## src/apq_pkg.sv

```systemverilog
package apq_pkg;

	localparam int DEPTH_DEFAULT = 16;
	localparam int PRIO_W = 8;
	localparam int DATA_W = 16;

	localparam logic MODE_INSERT = 1'b0;
	localparam logic MODE_REMOVE = 1'b1;

	typedef enum logic [1:0] {
		STATUS_OK    = 2'd0,
		STATUS_FULL  = 2'd1,
		STATUS_EMPTY = 2'd2
	} status_t;

	typedef struct packed {
		logic              mode;
		logic [PRIO_W-1:0] priority_req;
		logic [DATA_W-1:0] payload;
	} req_item_t;

	typedef struct packed {
		status_t           status;
		logic [PRIO_W-1:0] out_priority;
		logic [DATA_W-1:0] out_payload;
	} rsp_item_t;

	typedef struct packed {
		logic [PRIO_W-1:0] prio;
		logic [DATA_W-1:0] data;
	} entry_t;

	typedef struct packed {
		logic   ins;
		logic   rem;
		entry_t new_entry;
	} cell_ctrl_t;

endpackage

```

## src/array_priority_queue_unit.sv

```systemverilog
// Channel  Direction  Handshake              Payload
// req      in         req_valid, req_stall   apq_pkg::req_item_t
// rsp      out        rsp_valid, rsp_stall   apq_pkg::rsp_item_t
//
// Each item is handled in the cycle it is accepted; one item per cycle unless the output stalls.
// The entries sit in a row of cells kept sorted by priority, oldest first among equals.
// An insert shifts the lower entries back by one cell and a remove shifts all entries forward.
// The result is held in an output register; a new item is taken while it is free or being taken.
// Reset clears the entry count and the output valid; entry contents are not reset.
module array_priority_queue_unit #(
	parameter int DEPTH = apq_pkg::DEPTH_DEFAULT
) (
	input  logic                clk,
	input  logic                arst_n,
	input  logic                req_valid,
	output logic                req_stall,
	input  apq_pkg::req_item_t  req,
	output logic                rsp_valid,
	input  logic                rsp_stall,
	output apq_pkg::rsp_item_t  rsp
);

	localparam int CNT_W = $clog2(DEPTH + 1);

	logic                rsp_valid_q;
	apq_pkg::rsp_item_t  rsp_q;
	logic [CNT_W-1:0]    count_q;
	logic                accept;
	logic                is_full;
	logic                is_empty;
	apq_pkg::cell_ctrl_t ctrl;
	apq_pkg::rsp_item_t  rsp_next;
	apq_pkg::entry_t     entries [DEPTH];
	logic                disp [DEPTH];

	assign req_stall = rsp_valid_q && rsp_stall;
	assign accept = req_valid && !req_stall;
	assign is_full = (count_q == CNT_W'(DEPTH));
	assign is_empty = (count_q == '0);

	always_comb begin
		ctrl.ins = accept && (req.mode == apq_pkg::MODE_INSERT) && !is_full;
		ctrl.rem = accept && (req.mode == apq_pkg::MODE_REMOVE) && !is_empty;
		ctrl.new_entry.prio = req.priority_req;
		ctrl.new_entry.data = req.payload;
	end

	generate
		for (genvar i = 0; i < DEPTH; i++) begin : g_cell
			apq_pkg::entry_t right_in;
			logic            left_disp_in;
			apq_pkg::entry_t left_in;

			if (i == 0) begin : g_head
				assign left_disp_in = 1'b0;
				assign left_in = '0;
			end else begin : g_body
				assign left_disp_in = disp[i-1];
				assign left_in = entries[i-1];
			end

			if (i == DEPTH - 1) begin : g_tail
				assign right_in = '0;
			end else begin : g_mid
				assign right_in = entries[i+1];
			end

			apq_cell u_cell (
				.clk            (clk),
				.ctrl           (ctrl),
				.occupied       (CNT_W'(i) < count_q),
				.left_entry     (left_in),
				.left_displaced (left_disp_in),
				.right_entry    (right_in),
				.entry          (entries[i]),
				.displaced      (disp[i])
			);
		end
	endgenerate

	always_comb begin
		rsp_next = '0;
		rsp_next.status = apq_pkg::STATUS_OK;
		if (req.mode == apq_pkg::MODE_INSERT) begin
			if (is_full) begin
				rsp_next.status = apq_pkg::STATUS_FULL;
			end
		end else if (is_empty) begin
			rsp_next.status = apq_pkg::STATUS_EMPTY;
		end else begin
			rsp_next.out_priority = entries[0].prio;
			rsp_next.out_payload = entries[0].data;
		end
	end

	always_ff @(posedge clk or negedge arst_n) begin
		if (!arst_n) begin
			rsp_valid_q <= 1'b0;
			count_q <= '0;
		end else begin
			if (accept) begin
				rsp_valid_q <= 1'b1;
			end else if (!rsp_stall) begin
				rsp_valid_q <= 1'b0;
			end
			if (ctrl.ins) begin
				count_q <= count_q + CNT_W'(1);
			end else if (ctrl.rem) begin
				count_q <= count_q - CNT_W'(1);
			end
		end
	end

	always_ff @(posedge clk) begin
		if (accept) begin
			rsp_q <= rsp_next;
		end
	end

	assign rsp_valid = rsp_valid_q;
	assign rsp = rsp_q;

endmodule

```

## src/apq_cell.sv

```systemverilog
module apq_cell (
	input  logic               clk,
	input  apq_pkg::cell_ctrl_t ctrl,
	input  logic               occupied,
	input  apq_pkg::entry_t    left_entry,
	input  logic               left_displaced,
	input  apq_pkg::entry_t    right_entry,
	output apq_pkg::entry_t    entry,
	output logic               displaced
);

	apq_pkg::entry_t entry_q;

	// The new entry lands in front of this cell when the cell is empty or its
	// priority is strictly higher, so equal priorities stay in arrival order.
	assign displaced = !occupied || (ctrl.new_entry.prio > entry_q.prio);
	assign entry = entry_q;

	always_ff @(posedge clk) begin
		if (ctrl.ins && displaced) begin
			entry_q <= left_displaced ? left_entry : ctrl.new_entry;
		end else if (ctrl.rem) begin
			entry_q <= right_entry;
		end
	end

endmodule

```

## config.mk

```make
export PLATFORM = sky130hd
export DESIGN_NAME = array_priority_queue_unit
export DESIGN_NICKNAME = d
export VERILOG_FILES = /design/src/apq_pkg.sv /design/src/array_priority_queue_unit.sv /design/src/apq_cell.sv
export SDC_FILE = /design/constraint.sdc
export NUM_CORES = 1
export LEC_CHECK = 0
export BUFFER_PORTS_ARGS = -buffer_cell sky130_fd_sc_hd__buf_2
export CORE_MARGIN = 4
export CORE_UTILIZATION = 30
export CTS_CLUSTER_DIAMETER = 60
export DETAILED_ROUTE_END_ITERATION = 7
export SLEW_MARGIN = 10
export SYNTH_ARGS = -nofsm -noshare
export SYNTH_HDL_FRONTEND = slang
export SYNTH_SLANG_ARGS = --single-unit
```

## constraint.sdc

```tcl
create_clock -name clk -period 4.6 [get_ports clk]
set_input_delay 0.92 -clock clk [delete_from_list [all_inputs] [get_ports clk]]
set_output_delay 0.92 -clock clk [all_outputs]
set_load 0.02 [all_outputs]
```

* After elaboration in Yosys (flattened, before gate mapping)
Cells that the tools add are included.
Operators by class: $add $sub $neg 2, order comparisons 32, multiplexer cells 54, reduce and logical (&&, ||, !) cells 76, bitwise logic cells 1, equality and inequality tests 2
Operator list (count):
- $mux W24 | 47
- $gt A8 B8 Y1 | 16
- $lt A4 B5 Y1 const A | 8
- $reduce_bool A2 Y1 | 17
- $logic_and A1 B1 Y1 | 22
- $lt A3 B5 Y1 const A | 4
- $logic_not A1 Y1 | 19
- $logic_or A1 B1 Y1 | 16
- $lt A1 B5 Y1 const A | 2
- $lt A2 B5 Y1 const A | 2
- $mux W5 | 2
- $add A5 B1 Y5 const B | 1
- $eq A5 B5 Y1 const B | 1
- $logic_not A5 Y1 | 1
- $sub A5 B1 Y5 const B | 1
- $mux W2 | 2
- $mux W1 | 3
- $ne A2 B1 Y1 const B | 1
- $reduce_or A2 Y1 | 1
- $not A1 Y1 | 1
Word-level totals: output and inout bits 28, word-level logic and storage cells 204, input bits 29, flip-flop bits (word level) 416

* Logic depth before layout (Yosys ltp)
Gate-level depths: netlist of run 1.
depth after elaboration 7, gate-level depth with buffers 12, gate-level depth less buffers 8

* Modules after synthesis
From an unflattened synthesis of run 1, not the netlist that was laid out.
Unflattened totals: cell total of the unflattened synthesis 1913, area total of the unflattened synthesis 27483.9 µm²
By module, submodules not included:
- apq_cell | cells each 112, sequential area each 720.7 µm², area each 1625.3 µm², times used 16
- array_priority_queue_unit | cells each 121, sequential area each 930.9 µm², area each 1478.9 µm², times used 1

* Least setup slack after synthesis of run 1
Ideal clock, no wire load.
path type input to register, start input port req[16] in the netlist's numbering, end register g_cell[1].u_cell.entry_q, in the netlist g_cell[1].u_cell.entry[0], enable pin, setup slack -392 ps, cell stages on the path 10, arrival time 4553 ps, data required time 4162 ps, cell sequence clkbuf_1 -> clkbuf_1 -> inv_1 -> ha_1 -> nand4_1 -> nor2_1 -> o21ai_0 -> nor2_4 -> buf_4 -> o21ai_0
Between the ends: word-level cells in the longest chain between the ends 4
RTL lines:
- from (decl) | line array_priority_queue_unit.sv:17 | input apq_pkg::req_item_t req,
- $gt A8 B8 Y1 | line apq_cell.sv:16 | assign displaced = !occupied || (ctrl.new_entry.prio > entry_q.prio);
- $logic_or A1 B1 Y1 | line apq_cell.sv:16
- $logic_and A1 B1 Y1 | line apq_cell.sv:20 | if (ctrl.ins && displaced) begin
- $reduce_bool A2 Y1 (no source line)
- to (signal assigned) | line apq_cell.sv:21 | entry_q <= left_displaced ? left_entry : ctrl.new_entry;
- to (signal assigned) | line apq_cell.sv:23 | entry_q <= right_entry;
- to (decl) | line apq_cell.sv:12 | apq_pkg::entry_t entry_q;
Every way passes these cells. A chain may end at the register's enable or synchronous reset.

* Worst setup path after layout of run 1
start register count_q[1], end register g_cell[9].u_cell.entry_q, in the netlist g_cell[9].u_cell.entry[12], enable pin
Between the ends: word-level cells in the longest chain between the ends 5, elaborated cells between the ends (all ways) 11, those cells by class order compare: 1; eq/ne: 1; reduce/logical: 9
RTL lines:
- from (decl) | line array_priority_queue_unit.sv:27 | logic [CNT_W-1:0] count_q;
- from (signal assigned) | line array_priority_queue_unit.sv:107 | count_q <= count_q + CNT_W'(1);
- from (signal assigned) | line array_priority_queue_unit.sv:109 | count_q <= count_q - CNT_W'(1);
- $lt A4 B5 Y1 or $eq A5 B5 Y1 (tied branches) | line array_priority_queue_unit.sv:71, array_priority_queue_unit.sv:38
- $logic_not A1 Y1 (on tied branches) | line apq_cell.sv:16, array_priority_queue_unit.sv:42
- $logic_or A1 B1 Y1 or $logic_and A1 B1 Y1 (tied branches) | line apq_cell.sv:16, array_priority_queue_unit.sv:42
- $logic_and A1 B1 Y1 | line apq_cell.sv:20
- $reduce_bool A2 Y1 (no source line) (*)
- to (signal assigned) | line apq_cell.sv:21
- to (signal assigned) | line apq_cell.sv:23
- to (decl) | line apq_cell.sv:12
Every way passes the cells marked *; elsewhere a longest branch is shown, timed or not.

==> results of run 1 <==
[worst max-delay path, cell delays in order (launching register included)]
cell	delay (ns)
dfrtp_1	0.70
inv_1	0.20
ha_1	0.25
inv_1	0.06
o31a_1	0.13
buf_4	0.24
nand2_1	0.78
nand2_1	0.80
buf_4	0.35
[final cells by class]
cell class / instances / share of cell area [%]
Tap cell: 1060 / 4.82
Antenna cell: 6 / 0.0545
Inverter: 118 / 1.61
Clock inverter: 24 / 1.01
Sequential cell: 416 / 45.3
Timing Repair Buffer: 127 / 3.18
Multi-Input combinational cell: 1525 / 39.4
Clock buffer: 63 / 4.68
[sequential cells by signal (all words and copies together) (netlist names)]
signal,cells
g_cell.u_cell.entry,384
rsp,26
count_q,5
rsp_valid,1
[where the power goes]
| part | internal, uW | switching (uW) | total (uW) | leakage (uW) |
|---|---|---|---|---|
| clock network | 2300 | 1580 | 3880 | 0.000755 |
| logic | 1970 | 2880 | 4850 | 0.00660 |
| registers | 5120 | 477 | 5600 | 0.00394 |
[worst max-delay path by stage]
stage | start | to | slack (ns) | cells after the start
finish | count_q[1] | g_cell[9].u_cell.entry[12] | 0.77 | 8
global route | count_q[1] | g_cell[9].u_cell.entry[1] | 0.56 | 8
CTS | count_q[1] | g_cell[9].u_cell.entry[1] | 0.74 | 8
detailed placement | req[16] | g_cell[4].u_cell.entry[8] | 0.69 | 10
global placement | req[16] | g_cell[0].u_cell.entry[10] | 0.77 | 12
floorplan | req[16] | g_cell[1].u_cell.entry[0] | 0.26 | 10
[through the flow]
stage	utilization [%]	hold WS (ns)
floorplan	-	0.514
global placement	32.2	0.506
detailed placement	32.2	0.536
CTS	34.2	0.139
global route	34.2	0.149
finish	34.2	0.171
[layer usage]
layer	GRT usage, %	vias to the layer above	part of all wire, %
met3	3.00	132	5.3
li1	-	8135	-
met4	4.79	6	3.0
met2	24.7	382	48
met1	18.7	8652	44
met5	0	-	0.063
[logic make-up (layout without fill, tap and decap cells)]
group,count (synthesis),count (layout)
AO/OA/AOI/OAI,507,507
XOR/XNOR,4,4
flip-flops,416,416
adder cells (fa/ha/maj),132,132
buffers and inverters,265,332
other,0,6
AND/OR/NAND/NOR,498,498
multiplexers,384,384
[cell usage after synthesis, types with 11 or more instances]
cell,n
nand2b_1,15
mux2_1,22
nand2_1,201
buf_2,48
buf_6,11
mux2i_1,326
nor2b_1,21
edfxtp_1,410
and2_1,28
o21ai_1,103
ha_1,132
o211ai_1,14
mux2_2,14
a21oi_1,226
mux2_4,22
nand4_1,26
o21ai_0,112
inv_1,118
nand3_1,29
clkbuf_1,66
nor2_1,153
buf_4,22
==> run_results.csv, run 1 <==
group,metric,value,unit
placed_design,pre_cts_ws,0.685,ns
run,cap_violations,0,
yosys,synth_top_family_by_area,"multiplexers",
worst_setup_path,crit_arrival,4.09,ns
yosys,avgSynthCellArea,11.1,um^2
timing,maxSlewHeadroom,16.5,%
timing,grt_setup_unrepaired,"false",
timing,setup_viol_count_final,0,
grt,grt_max_degree,49,
timing,fin_skew,0.0190,ns
finish,fillers,7962,
clock_network,cts-root-buf,"clkbuf_16",
yosys,yosysTopAreaCellShare,50.5,%
grt,antenna_found_initial,9,
worst_setup_path,rrSetupSlack,0.77,ns
pwr,powerDensity,521,nW/um^2
clock_network,hold_buffers,0,
yosys,syn-num-nets,2367,
finish,nNetsFinal,2397,
worst_setup_path,required,4.87,ns
routing,via_per_inst,5.18,
worst_setup_path,criticalPathCategory,"reg -> reg",
clock_network,cts_resized,0,
finish,final_cell_mix,"edfxtp_1 (410), mux2i_1 (326), a21oi_1 (225)",
clock_network,cts.sinks,416,
routing,drt_iter0_markers,1243,
placed_design,hpwl,46200,um
finish,syn_to_final_growth,12.8,%
hold_path,hold_path_class,"in -> async",
routing,dr.pass1.iters,5,
worst_setup_path,reg2reg_from,"count_q[1]",
timing,worst_pin_slew,1.25,ns
clock_network,clk_latency,0.58,ns
finish,multi_input_area,10800,um^2
yosys,syn_inst,2206,
floorplan,initial_core_util,30.3,%
worst_setup_path,r2r_end,"g_cell[9].u_cell.entry[12]",
yosys,synthAdderAreaFrac,6.77,%
floorplan,coreArea,80500,um^2
yosys,ys_seq_area_share,51.1,%
placed_design,postPlaceCellArea,26000,um^2
timing,slew_viol_final,0,
routing,drt-wirelength-per-cell,19.2,um
placed_design,portBuffers,56,
grt,track_usage,14.6,%
yosys,synthArstFlopShare,1.44,%
routing,wl,64000,um
timing,hold_viol_final,0,
clock_network,cts_made_buffers,48,
clock_network,cts_tree,"done",
timing,fmax,261,MHz
pwr,leakagePower,0.0113,uW
routing,vias,17300,
yosys,synth_edf_count,410,
yosys,synthFlopType,"edfxtp_1",
timing,fin_ws,0.774,ns
yosys,synthMuxAreaShare,16.4,%
clock_network,clk_pin_slew,0.06,ns
yosys,synth_area,24400,um^2
placed_design,dp.cells,3246,
run_status,status,"complete, no violations",
timing,fin_crit_sh,83.2,%
worst_setup_path,crit_fanout,26,
worst_setup_path,worstSetupStartpointType,"register",
grt,grt_overflow_total,0,
routing,drc,0,
pwr,ir_drop,284,uV
floorplan,io_pins,57,
timing,tns,0,ns
clock_network,post_cts_buffers,0,
worst_setup_path,r2r_cells,8,
pwr,power.total,14300,uW
routing,ant_nets,0,
finish,design_area,27500,um^2
grt,grt_pass1_wl,102000,um
grt,grt_pass1_vias,18700,
floorplan,fp.dieW,293,um
clock_network,clockBufferDepth,3,
yosys,synth_compound_area_share,11.4,%
finish,layout_commonest_cell,"edfxtp_1",
yosys,yosysWarnings,0,
yosys,synth.ff_latch_count,416,
placed_design,gp_congestion,0.836,
finish,drive_above_1_share,11.4,%
floorplan,die_h,293,um
finish,seq_area,12500,um^2
yosys,synth.area.top_cells,"edfxtp_1 (50%), mux2i_1 (13%), ha_1 (6.8%)",
finish,final_cells,3339,
clock_network,htreeDepth,2,
timing,post-route-min-period,3.83,ns
yosys,yosysTopAreaCell,"edfxtp_1",
floorplan,die-area,86000,um^2
yosys,yosys.cell_types.count,62,
worst_setup_path,endpoint_kind,"register",
yosys,synthXorXnorAreaFrac,0.144,%
floorplan,rows,104,
yosys,yosys.area_share.simple,9.26,%
No activity file was read; power rests on OpenSTA's default activity.
==> run 2: changes to the inputs <==
- clock period: 4.6 -> 3.5 ns (I/O delays scaled with it)
==> run_results.csv, run 2 (synthesis gave the netlist of run 1 again) <==
group,metric,value,unit
clock_network,cts.sinks,416,
worst_setup_path,criticalPathCategory,"reg -> reg",
placed_design,dp.cells,3267,
grt,grt_pass1_vias,18500,
hold_path,hold_path_class,"in -> reg",
timing,worst_pin_slew,0.883,ns
timing,fin_skew,0.0161,ns
run,cap_violations,0,
floorplan,io_pins,57,
placed_design,gp_congestion,0.876,
finish,nNetsFinal,2420,
timing,post-route-min-period,3.10,ns
timing,hold_viol_final,0,
grt,grtUsageMet1,18.3,%
grt,grt_use_met3,2.89,%
timing,setup_viol_count_final,0,
grt,grt_max_degree,49,
clock_network,cts_made_buffers,49,
grt,met2_usage,24.5,%
pwr,powerDensity,673,nW/um^2
clock_network,clockBufferDepth,3,
clock_network,htreeDepth,2,
worst_setup_path,worstSetupStartpointType,"register",
clock_network,cts_tree,"done",
floorplan,die-area,86000,um^2
timing,slew_viol_final,0,
clock_network,cts-root-buf,"clkbuf_16",
finish,drive_above_1_share,12.8,%
worst_setup_path,required,3.71,ns
routing,vias,17200,
clock_network,cts_resized,0,
pwr,leakagePower,0.0115,uW
grt,track_usage,14.4,%
routing,drt_iter0_markers,1065,
clock_network,clk_pin_slew,0.06,ns
floorplan,die_h,293,um
timing,fin_crit_sh,88.5,%
timing,fin_ws,0.401,ns
grt,grt_overflow_total,0,
finish,fillers,7882,
floorplan,initial_core_util,30.3,%
timing,maxSlewHeadroom,40.9,%
finish,layout_commonest_cell,"edfxtp_1",
grt,antenna_found_initial,8,
routing,drt-wirelength-per-cell,18.7,um
pwr,ir_drop,384,uV
placed_design,pre_cts_ws,0.127,ns
routing,drc,0,
floorplan,coreArea,80500,um^2
grt,grt_pass1_wl,101000,um
floorplan,rows,104,
worst_setup_path,crit_fanout,25,
routing,wl,62800,um
run_status,status,"complete, no violations",
finish,final_cell_mix,"edfxtp_1 (410), mux2i_1 (326), a21oi_1 (225)",
worst_setup_path,endpoint_kind,"register",
clock_network,clk_latency,0.59,ns
finish,syn_to_final_growth,14.9,%
floorplan,fp.dieW,293,um
placed_design,hpwl,46300,um
timing,grt_setup_unrepaired,"false",
timing,fmax,323,MHz
worst_setup_path,crit_arrival,3.31,ns
routing,via_per_inst,5.12,
finish,largest_reg_flops,384,
grt,grt_busiest_layer,"met2",
finish,final_cells,3364,
routing,ant_nets,0,
routing,dr.pass1.iters,5,
placed_design,portBuffers,56,
## run 2: cell type report
type                       instances  area [um^2]  share of cell area (%)
sequential                       416        12500                    44.5
multi-input combinational       1525        10900                    38.8
timing repair buffer             149         1410                    5.02
tap                             1060         1330                    4.73
clock buffer                      63         1300                    4.64
inverter                         118          443                    1.58
clock inverter                    27          200                   0.714
antenna                            6         15.0                  0.0536
## run 2: per-layer routing
metal | share of wire [%] | vias up
met1 | 43 | 8575
met3 | 5.1 | 128
met4 | 3.0 | 4
li1 | - | 8171
met5 | 0.043 | -
met2 | 48 | 357
## run 2: through the flow
step	instance area (um^2)	power (uW)	hold WS (ns)	TNS [ns]	utilization, %
floorplan	24400	12200	0.404	-1.40	-
global placement	26500	13900	0.504	0	32.9
detailed placement	26500	14100	0.520	0	32.9
CTS	28000	19000	0.299	0	34.8
global route	28000	20000	0.334	0	34.8
finish	28000	18900	0.329	0	34.8
## run 2: path summary, 6_finish.rpt
path | from | to | slack, ns | depth (start not counted)
max | g_cell[13].u_cell.entry[21] | g_cell[13].u_cell.entry[7] | 0.40 | 8
min | req_valid | rsp_valid | 0.33 | 2
max reg2reg | g_cell[13].u_cell.entry[21] | g_cell[13].u_cell.entry[7] | 0.40 | 8
min reg2reg | rsp_valid | rsp_valid | 0.53 | 2
max in group asynchronous | arst_n | count_q[2] | 2.85 | 2
min in group asynchronous | arst_n | rsp_valid | 0.49 | 2
## run 2: timing repair
action | CTS | global route
hold endpoints to repair | 6 | 0
setup buffers | 0 | 0
hold buffers | 1 | 0
## run 2: worst max-delay path, stage by stage, from the launching register on
cell and delay (ns):
edfxtp_1 0.51, inv_1 0.09, ha_1 0.30, a21oi_1 0.06, o21ai_0 0.37, a21oi_1 0.21
and2_1 0.24, buf_12 0.19, o21ai_4 0.70
## run 2: report_power, final
group,internal (uW),total [uW],switching (uW)
clock network,2720,4860,2140
registers,6730,7350,613
logic,2830,6660,3830
